<file path="config.mk">
export PLATFORM = sky130hd
export DESIGN_NAME = four_register_checked_alu
export DESIGN_NICKNAME = d
export VERILOG_FILES = /design/src/frca_pkg.sv /design/src/frca_datapath.sv /design/src/frca_ctrl.sv /design/src/four_register_checked_alu.sv
export VERILOG_INCLUDE_DIRS = /design/src /design/src/src
export SDC_FILE = /design/constraint.sdc
export NUM_CORES = 2
export LEC_CHECK = 0
export ABC_CLOCK_PERIOD_IN_PS = 14980
export BUFFER_PORTS_ARGS = -buffer_cell sky130_fd_sc_hd__buf_4
export CORE_MARGIN = 4
export CORE_UTILIZATION = 50
export DETAILED_ROUTE_END_ITERATION = 16
export PLACE_DENSITY_LB_ADDON = 0.3
export REMOVE_ABC_BUFFERS = 1
export SLEW_MARGIN = 20
export SYNTH_ARGS = -nofsm -noshare
export SYNTH_HDL_FRONTEND = slang
export SYNTH_HIERARCHICAL = 1
export SYNTH_SLANG_ARGS = --single-unit
</file>
<file path="constraint.sdc">
create_clock -name i_clk -period 14.98 [get_ports i_clk]
set_clock_uncertainty 0.05 [all_clocks]
set_input_delay 1.498 -clock i_clk [delete_from_list [all_inputs] [get_ports i_clk]]
set_output_delay 1.498 -clock i_clk [all_outputs]
set_load 0.1 [all_outputs]
</file>
<file path="src/assert_macros.svh">
// Assertion macros used by the top level to check the design.
`ifndef ASSERT_MACROS_SVH
`define ASSERT_MACROS_SVH

// The consequent must hold in the same cycle as the antecedent.
`define ASSERT_IMPL(lbl, ante, cons, msg) \
    lbl: assert property (@(posedge i_clk) disable iff (!i_rst_n) (ante) |-> (cons)) \
        else $error(msg);

// The consequent must hold in the cycle after the antecedent.
`define ASSERT_NEXT(lbl, ante, cons, msg) \
    lbl: assert property (@(posedge i_clk) disable iff (!i_rst_n) (ante) |=> (cons)) \
        else $error(msg);

// The expression must hold at every clock edge outside reset.
`define ASSERT_ALWAYS(lbl, expr, msg) \
    lbl: assert property (@(posedge i_clk) disable iff (!i_rst_n) (expr)) \
        else $error(msg);

`endif

</file>
<file path="src/frca_pkg.sv">
// Shared types and constants for the four-register checked ALU.
`timescale 1ns / 1ps

package frca_pkg;

    localparam int DATA_W   = 32;
    localparam int LEN_W    = 17;
    localparam int PC_OUT_W = 16;
    localparam int KIND_W   = 3;
    localparam int IDX_W    = 2;
    localparam int NUM_REGS = 4;
    localparam int DIV_CNT_W = 5;

    // Instruction kinds.
    typedef enum logic [KIND_W-1:0] {
        KIND_MOV = 3'd0,
        KIND_ADD = 3'd1,
        KIND_SUB = 3'd2,
        KIND_MUL = 3'd3,
        KIND_DIV = 3'd4,
        KIND_INC = 3'd5,
        KIND_DEC = 3'd6,
        KIND_JNZ = 3'd7
    } t_kind;

    // Completion status codes.
    typedef enum logic [2:0] {
        ST_OK         = 3'd0,
        ST_DIV_ZERO   = 3'd1,
        ST_OVERFLOW   = 3'd2,
        ST_NEG_TARGET = 3'd3,
        ST_RANGE      = 3'd4,
        ST_NOT_TAKEN  = 3'd5
    } t_status;

    // Commands from the controller to the datapath.
    typedef struct packed {
        logic load;
        logic exec;
        logic div_step;
        logic commit;
    } t_cmd;

    // Status from the datapath to the controller.
    typedef struct packed {
        logic div_run;
        logic div_last;
    } t_stat;

endpackage

</file>
<file path="src/frca_datapath.sv">
// Datapath: register file, program counter, operand latches, multiplier and divider.
`timescale 1ns / 1ps

module frca_datapath #(
    parameter int PC_BITS = 16
) (
    input  logic                                i_clk,
    input  logic                                i_rst_n,
    input  frca_pkg::t_cmd                      i_cmd,
    output frca_pkg::t_stat                     o_stat,
    input  logic                                i_cfg_we,
    input  logic [frca_pkg::LEN_W-1:0]          i_cfg_data,
    input  logic [frca_pkg::KIND_W-1:0]         i_kind,
    input  logic [frca_pkg::IDX_W-1:0]          i_dest_reg,
    input  logic                                i_src_is_reg,
    input  logic [frca_pkg::IDX_W-1:0]          i_src_reg,
    input  logic signed [frca_pkg::DATA_W-1:0]  i_immediate,
    output logic [2:0]                          o_status,
    output logic signed [frca_pkg::DATA_W-1:0]  o_reg_a,
    output logic signed [frca_pkg::DATA_W-1:0]  o_reg_b,
    output logic signed [frca_pkg::DATA_W-1:0]  o_reg_c,
    output logic signed [frca_pkg::DATA_W-1:0]  o_reg_d,
    output logic [frca_pkg::PC_OUT_W-1:0]       o_program_counter
);
    import frca_pkg::*;

    // Architectural state and configuration.
    logic signed [DATA_W-1:0] r_regs [NUM_REGS];
    logic [PC_BITS-1:0]       r_pc;
    logic [LEN_W-1:0]         r_prog_len;

    // Operands of the transaction in flight.
    t_kind                    r_kind;
    logic [IDX_W-1:0]         r_dst;
    logic signed [DATA_W-1:0] r_a;
    logic signed [DATA_W-1:0] r_b;
    logic [DATA_W-1:0]        r_imm;

    // Multiplier and divider state.
    logic signed [2*DATA_W-1:0] r_prod;
    logic [DATA_W-1:0]          r_quo;
    logic [DATA_W-1:0]          r_rem;
    logic [DATA_W-1:0]          r_dvs;
    logic [DIV_CNT_W-1:0]       r_cnt;
    logic                       r_neg;

    // Result snapshot.
    logic [2:0]               r_out_status;
    logic signed [DATA_W-1:0] r_out_regs [NUM_REGS];
    logic [PC_OUT_W-1:0]      r_out_pc;

    logic signed [DATA_W-1:0] n_b;
    logic [DATA_W-1:0]        a_mag;
    logic [DATA_W-1:0]        b_mag;
    logic [DATA_W:0]          rem_sh;
    logic [DATA_W+1:0]        trial;
    logic [DATA_W:0]          sum;
    logic [DATA_W:0]          diff;
    logic [DATA_W-1:0]        quo_res;
    t_status                  n_status;
    logic                     n_wr;
    logic signed [DATA_W-1:0] n_res;
    logic                     n_pc_load;
    logic [PC_BITS-1:0]       n_pc;
    logic signed [DATA_W-1:0] n_view [NUM_REGS];

    // Second operand: constant step for increment and decrement, else register or immediate.
    always_comb begin
        case (t_kind'(i_kind))
            KIND_INC: n_b = DATA_W'(1);
            KIND_DEC: n_b = '1;
            default:  n_b = i_src_is_reg ? r_regs[i_src_reg] : i_immediate;
        endcase
    end

    // Magnitudes for the unsigned divider.
    assign a_mag = r_a[DATA_W-1] ? DATA_W'(-r_a) : DATA_W'(r_a);
    assign b_mag = r_b[DATA_W-1] ? DATA_W'(-r_b) : DATA_W'(r_b);

    // One restoring division step.
    assign rem_sh = {r_rem, r_quo[DATA_W-1]};
    assign trial  = {1'b0, rem_sh} - {2'b00, r_dvs};

    assign o_stat.div_run  = (r_kind == KIND_DIV) && (r_b != '0);
    assign o_stat.div_last = &r_cnt;

    // Adder, subtractor and quotient sign fixup used at commit.
    assign sum     = {r_a[DATA_W-1], r_a} + {r_b[DATA_W-1], r_b};
    assign diff    = {r_a[DATA_W-1], r_a} - {r_b[DATA_W-1], r_b};
    assign quo_res = r_neg ? DATA_W'(-r_quo) : r_quo;

    // Result and status of the transaction.
    always_comb begin
        n_status  = ST_OK;
        n_wr      = 1'b0;
        n_res     = r_b;
        n_pc_load = 1'b0;
        case (r_kind) inside
            KIND_MOV: begin
                n_wr = 1'b1;
            end
            KIND_ADD, KIND_INC, KIND_DEC: begin
                n_res = sum[DATA_W-1:0];
                if (sum[DATA_W] != sum[DATA_W-1]) begin
                    n_status = ST_OVERFLOW;
                end else begin
                    n_wr = 1'b1;
                end
            end
            KIND_SUB: begin
                n_res = diff[DATA_W-1:0];
                if (diff[DATA_W] != diff[DATA_W-1]) begin
                    n_status = ST_OVERFLOW;
                end else begin
                    n_wr = 1'b1;
                end
            end
            KIND_MUL: begin
                n_res = r_prod[DATA_W-1:0];
                if ((r_prod[2*DATA_W-1:DATA_W-1] == '0) ||
                    (&r_prod[2*DATA_W-1:DATA_W-1])) begin
                    n_wr = 1'b1;
                end else begin
                    n_status = ST_OVERFLOW;
                end
            end
            KIND_DIV: begin
                n_res = quo_res;
                if (r_b == '0) begin
                    n_status = ST_DIV_ZERO;
                end else if (!r_neg && r_quo[DATA_W-1]) begin
                    n_status = ST_OVERFLOW;
                end else begin
                    n_wr = 1'b1;
                end
            end
            KIND_JNZ: begin
                if (r_imm[DATA_W-1]) begin
                    n_status = ST_NEG_TARGET;
                end else if (r_regs[2] == '0) begin
                    n_status = ST_NOT_TAKEN;
                end else if (r_imm >= DATA_W'(r_prog_len)) begin
                    n_status = ST_RANGE;
                end else begin
                    n_pc_load = 1'b1;
                end
            end
            default: begin
                n_status = ST_OK;
            end
        endcase
    end

    // Register values and program counter after this transaction.
    always_comb begin
        for (int i = 0; i < NUM_REGS; i++) begin
            n_view[i] = (n_wr && (r_dst == IDX_W'(i))) ? n_res : r_regs[i];
        end
        n_pc = n_pc_load ? r_imm[PC_BITS-1:0] : r_pc;
    end

    // Architectural state and configuration, cleared by reset.
    always_ff @(posedge i_clk) begin
        if (!i_rst_n) begin
            for (int i = 0; i < NUM_REGS; i++) begin
                r_regs[i] <= '0;
            end
            r_pc       <= '0;
            r_prog_len <= '0;
        end else begin
            if (i_cfg_we) begin
                r_prog_len <= i_cfg_data;
            end
            if (i_cmd.commit) begin
                for (int i = 0; i < NUM_REGS; i++) begin
                    r_regs[i] <= n_view[i];
                end
                r_pc <= n_pc;
            end
        end
    end

    // Operand latches, multiplier, divider and result snapshot.
    always_ff @(posedge i_clk) begin
        if (i_cmd.load) begin
            r_kind <= t_kind'(i_kind);
            r_dst  <= i_dest_reg;
            r_a    <= r_regs[i_dest_reg];
            r_b    <= n_b;
            r_imm  <= i_immediate;
        end
        if (i_cmd.exec) begin
            r_prod <= r_a * r_b;
            r_quo  <= a_mag;
            r_rem  <= '0;
            r_dvs  <= b_mag;
            r_cnt  <= '0;
            r_neg  <= r_a[DATA_W-1] ^ r_b[DATA_W-1];
        end
        if (i_cmd.div_step) begin
            r_cnt <= r_cnt + 1'b1;
            if (!trial[DATA_W+1]) begin
                r_rem <= trial[DATA_W-1:0];
                r_quo <= {r_quo[DATA_W-2:0], 1'b1};
            end else begin
                r_rem <= rem_sh[DATA_W-1:0];
                r_quo <= {r_quo[DATA_W-2:0], 1'b0};
            end
        end
        if (i_cmd.commit) begin
            r_out_status <= n_status;
            for (int i = 0; i < NUM_REGS; i++) begin
                r_out_regs[i] <= n_view[i];
            end
            r_out_pc <= PC_OUT_W'(n_pc);
        end
    end

    assign o_status          = r_out_status;
    assign o_reg_a           = r_out_regs[0];
    assign o_reg_b           = r_out_regs[1];
    assign o_reg_c           = r_out_regs[2];
    assign o_reg_d           = r_out_regs[3];
    assign o_program_counter = r_out_pc;

endmodule

</file>
<file path="src/frca_ctrl.sv">
// Controller: sequences load, execute, divide and commit for one transaction at a time.
`timescale 1ns / 1ps

module frca_ctrl (
    input  logic            i_clk,
    input  logic            i_rst_n,
    input  logic            i_in_valid,
    output logic            o_in_ready,
    output logic            o_out_valid,
    input  logic            i_out_ready,
    input  frca_pkg::t_stat i_stat,
    output frca_pkg::t_cmd  o_cmd
);
    import frca_pkg::*;

    typedef enum logic [1:0] {
        S_IDLE,
        S_EXEC,
        S_DIV,
        S_COMMIT
    } t_state;

    t_state r_state;
    logic   r_out_valid;

    // Commands decoded from the current state.
    always_comb begin
        o_cmd.load     = (r_state == S_IDLE) && i_in_valid;
        o_cmd.exec     = (r_state == S_EXEC);
        o_cmd.div_step = (r_state == S_DIV);
        o_cmd.commit   = (r_state == S_COMMIT) && (!r_out_valid || i_out_ready);
    end

    assign o_in_ready  = (r_state == S_IDLE);
    assign o_out_valid = r_out_valid;

    // State register and result valid flag.
    always_ff @(posedge i_clk) begin
        if (!i_rst_n) begin
            r_state     <= S_IDLE;
            r_out_valid <= 1'b0;
        end else begin
            unique case (r_state)
                S_IDLE: begin
                    if (i_in_valid) begin
                        r_state <= S_EXEC;
                    end
                end
                S_EXEC: begin
                    r_state <= i_stat.div_run ? S_DIV : S_COMMIT;
                end
                S_DIV: begin
                    if (i_stat.div_last) begin
                        r_state <= S_COMMIT;
                    end
                end
                S_COMMIT: begin
                    if (o_cmd.commit) begin
                        r_state <= S_IDLE;
                    end
                end
                default: begin
                    r_state <= S_IDLE;
                end
            endcase
            if (o_cmd.commit) begin
                r_out_valid <= 1'b1;
            end else if (i_out_ready) begin
                r_out_valid <= 1'b0;
            end
        end
    end

endmodule

</file>
<file path="src/four_register_checked_alu.sv">
// A result is registered at commit, which follows the execute state and, for a
// division, the divide state; commit waits while the output register still holds
// a result that has not been taken. One transaction at a time; the next is
// accepted the cycle after commit. The divider produces one quotient bit per cycle.
// Reset (synchronous, active low) clears all four registers, the program counter,
// the program length and the control state.
`timescale 1ns / 1ps
`include "assert_macros.svh"

module four_register_checked_alu #(
    parameter int PC_BITS = 16
) (
    input  logic                i_clk,
    input  logic                i_rst_n,
    input  logic                i_in_valid,
    output logic                o_in_ready,
    input  logic [2:0]          i_kind,
    input  logic [1:0]          i_dest_reg,
    input  logic                i_src_is_reg,
    input  logic [1:0]          i_src_reg,
    input  logic signed [31:0]  i_immediate,
    output logic                o_out_valid,
    input  logic                i_out_ready,
    output logic [2:0]          o_status,
    output logic signed [31:0]  o_reg_a,
    output logic signed [31:0]  o_reg_b,
    output logic signed [31:0]  o_reg_c,
    output logic signed [31:0]  o_reg_d,
    output logic [15:0]         o_program_counter,
    input  logic                i_cfg_we,
    input  logic [16:0]         i_cfg_data
);
    import frca_pkg::*;

    t_cmd  cmd;
    t_stat stat;

    // Controller.
    frca_ctrl u_ctrl (
        .i_clk       (i_clk),
        .i_rst_n     (i_rst_n),
        .i_in_valid  (i_in_valid),
        .o_in_ready  (o_in_ready),
        .o_out_valid (o_out_valid),
        .i_out_ready (i_out_ready),
        .i_stat      (stat),
        .o_cmd       (cmd)
    );

    // Datapath.
    frca_datapath #(
        .PC_BITS (PC_BITS)
    ) u_datapath (
        .i_clk             (i_clk),
        .i_rst_n           (i_rst_n),
        .i_cmd             (cmd),
        .o_stat            (stat),
        .i_cfg_we          (i_cfg_we),
        .i_cfg_data        (i_cfg_data),
        .i_kind            (i_kind),
        .i_dest_reg        (i_dest_reg),
        .i_src_is_reg      (i_src_is_reg),
        .i_src_reg         (i_src_reg),
        .i_immediate       (i_immediate),
        .o_status          (o_status),
        .o_reg_a           (o_reg_a),
        .o_reg_b           (o_reg_b),
        .o_reg_c           (o_reg_c),
        .o_reg_d           (o_reg_d),
        .o_program_counter (o_program_counter)
    );

    // The block is busy in the cycle after it accepts a transaction.
    `ASSERT_NEXT(a_busy_after_accept, i_in_valid && o_in_ready, !o_in_ready, "ready after accept")
    // A commit never overwrites a result that has not been taken.
    `ASSERT_IMPL(a_no_overwrite, cmd.commit, !o_out_valid || i_out_ready, "result overwritten")
    // A commit always presents a result in the next cycle.
    `ASSERT_NEXT(a_commit_valid, cmd.commit, o_out_valid, "commit without result")
    // At most one datapath command is active in any cycle.
    `ASSERT_ALWAYS(a_one_cmd, $onehot0(cmd), "overlapping datapath commands")

endmodule
</file>
==> key figures <==
Worst setup path
  • Startpoint Class: flip-flop
  • CP max stage cell: fa_1
  • Crit-path max FO: 50
  • Buffers & Inverters on Critical Path: 2
  • Slowest stage delay, CP: 950 ps
  • CP most frequent cell: fa_1
  • Crit Path Category: reg -> reg
  • Crit path arrival time: 10390 ps
  • Reg-to-reg slack, setup: 4950 ps
  • Worst path required time: 15340 ps
  • Family with the most delay on the worst path: adder cells
  • Worst setup EP type: flip-flop
  • CP Launch Point: u_datapath/r_a[31]
  • R2r startpoint: u_datapath/r_a[31]
  • Crit path cell chain: buf_4 > clkinv_1 > nor2_1 > fa_1 > fa_1 > fa_1 > fa_1 > fa_1 > fa_1 > fa_1 > fa_1 > ha_1 > a21o_1 > a21o_1 > a21oi_1 > o21ai_0 > a221oi_1 > a21oi_1 > o21ai_0 > o21ai_1 > and4_1 > a221oi_1 > xnor2_1

Synth
  • Post-Syn Instances: 6598
  • Syn Area/Cell: 10.4 sq um
  • Synth Cell Area: 68600 sq um
  • Most frequent cell after synthesis: inv_1
  • EDFF count, synth: 542
  • Synth area leaders: fa_1 (32%), edfxtp_1 (24%), inv_1 (6.0%)
  • Synth top cells by count: inv_1 (1100), fa_1 (1085), nand2_1 (679)
  • Async set-reset flop share out of synthesis: 0%
  • #FFs+latches synth: 578
  • Synth top area share: 31.7%
  • Synth Flop Type: edfxtp_1
  • YS warnings: 6
  • Synth area leader: fa_1
  • Count of unique library cells instantiated by Yosys: 103
  • Seq/Total Area, Yosys: 24.8%

Clock tree
  • TritonCTS clock tree: built
  • Post-CTS Repair Setup Buffers: 0
  • Worst-skew pair later-pin latency: 710 ps
  • Htree depth: 3
  • Post_cts resized: 0
  • Clk slew on worst S/H paths: 60 ps
  • Clock sink count: 578
  • Clock Tree Buf Depth: 3
  • Hold buffers post-CTS: 0
  • Root cell of the clock tree: clkbuf_16
  • Num CTS Buffers: 68

Drt
  • Vias per cell: 5.93
  • Final ANT Viol Nets: 0
  • DR vias: 50.0k
  • WL/cell: 25.3 um
  • Drt pass-1 iters: 7
  • WL final: 214000 um
  • DRT iter0 DRCs: 4567
  • DRC: 0

Placed design
  • Placement Setup Slack: 5090 ps
  • IO buf count: 210
  • GP Congestion: 0.976
  • Post-DP HPWL: 157000 um
  • Placement Cell Area: 71700 sq um

Cells and area
  • Fillers: 11.9k
  • Area grow syn2layout: 7.97%
  • Layout cells sized above 1: 10.2%
  • Final #Nets: 8066
  • Post-route cell area: 74000 sq um

Timing
  • Final worst setup slack: 4950 ps
  • Final Cycle Share: 66.9%
  • Worst slew pin tran: 1230 ps
  • Worst relative slew slack: 17.7%
  • Tmin final: 10030 ps
  • Max-slew violations: 0
  • Setup TNS: 0 ps
  • Final Hold Vio Count: 0
  • RSZ-0062 raised after global routing: no
  • Final setup viols: 0
  • Max Fclk: 99.7 MHz

Global route
  • Vias in the first global route: 52.0k
  • Overflow after GRT: 0
  • Largest net degree at the start of global routing: 90
  • Initial antenna violation count: 8
  • GRT Util Overall: 30.1%
  • First-pass GRT wire length: 322000 um

Floorplan
  • Total die area: 143000 sq um
  • Die X: 378 um
  • Die extent in y: 378 um
  • Core Region: 136000 sq um
  • Initial core utilization: 50.5%
  • Std-Cell Rows: 135
  • I/O pin count: 211

Hold path
  • Hold path startpoint: u_datapath/r_pc[3]
  • Min-Delay Path Class: reg -> reg

Outcome
  • Outcome: finished clean

Job
  • Max-cap check violation count: 0
==> worst register-to-register path, delay by kind of cell, from the launching register on <==
family | cells | cell delay (ps)
adder cells (fa/ha/maj) | 9 | 4870
AO/OA/AOI/OAI | 9 | 2190
buffers and inverters | 2 | 1430
AND/OR/NAND/NOR | 2 | 760
flip-flops | 1 | 320
XOR/XNOR | 1 | 110
==> cell type report <==
class	count	area [sq um]	share of cell area (%)
clock inverter	49	534	0.722
clock buffer	77	1750	2.36
sequential	578	17000	23.0
multi-input combinational	4534	46000	62.1
timing repair buffer	315	2370	3.20
antenna	1	2.50	0.00338
tap	1781	2230	3.01
inverter	1110	4170	5.64
==> worst paths after layout <==
kind | endpoint | cells after the start
setup reg to reg | u_datapath/r_prod[62] | 23
setup / recovery | u_datapath/r_prod[62] | 23
hold / removal | u_datapath/r_pc[3] | 2
hold reg to reg | u_datapath/r_pc[3] | 2
==> logic make-up after synthesis <==
group | Yosys count | share of synthesized area (%)
AND/OR/NAND/NOR | 1812 | 13.4
buffers and inverters | 1486 | 8.27
adder cells (fa/ha/maj) | 1397 | 37.4
AO/OA/AOI/OAI | 850 | 8.05
flip-flops | 578 | 24.8
multiplexers | 266 | 5.43
XOR/XNOR | 209 | 2.67
==> sequential cells by signal, indices dropped and copies added, names as in the netlist <==
register,flops
u_datapath/r_out_regs,128
u_datapath/r_regs,128
u_datapath/r_prod,64
u_datapath/r_a,32
u_datapath/r_b,32
u_datapath/r_dvs,32
u_datapath/r_imm,32
u_datapath/r_quo,32
u_datapath/r_rem,32
u_datapath/r_prog_len,17
u_datapath/o_program_counter,16
u_datapath/r_pc,16
u_datapath/r_cnt,5
u_datapath/o_status,3
u_datapath/r_kind,3
u_ctrl/r_state,2
u_datapath/r_dst,2
u_ctrl/o_out_valid,1
u_datapath/r_neg,1
==> placed cells by master, fill, tap and decap left out, drive strengths merged, types with 39 or more instances in the layout <==
master / n
buf: 315
nand3: 49
nand2: 680
mux2: 132
xor2: 81
o21ai: 218
nor2: 217
and2: 460
fa: 1085
edfxtp: 542
mux2i: 70
nor2b: 169
nor4: 39
clkbuf: 77
a21oi: 211
xnor2: 128
inv: 1112
mux4: 64
ha: 312
a21o: 74
==> per-stage QoR <==
step	instances	hold WS (ps)	utilization (%)
floorplan	6222	433	-
global route	8444	490	54.5
finish	8445	469	54.5
global placement	8318	447	52.8
detailed placement	8318	457	52.8
CTS	8444	474	54.5
==> routing by layer <==
metal / vias up / GRT usage, % / routed length (um)
li1: 21300 / - / -
met1: 25800 / 39.4 / 82600
met2: 2368 / 48.4 / 100000
met3: 542 / 7.62 / 21100
met5: - / 0 / 8
met4: 2 / 12.0 / 10300
Power is not shown: default switching activity piles up to over one toggle a cycle in this logic, so the estimate is an artifact.
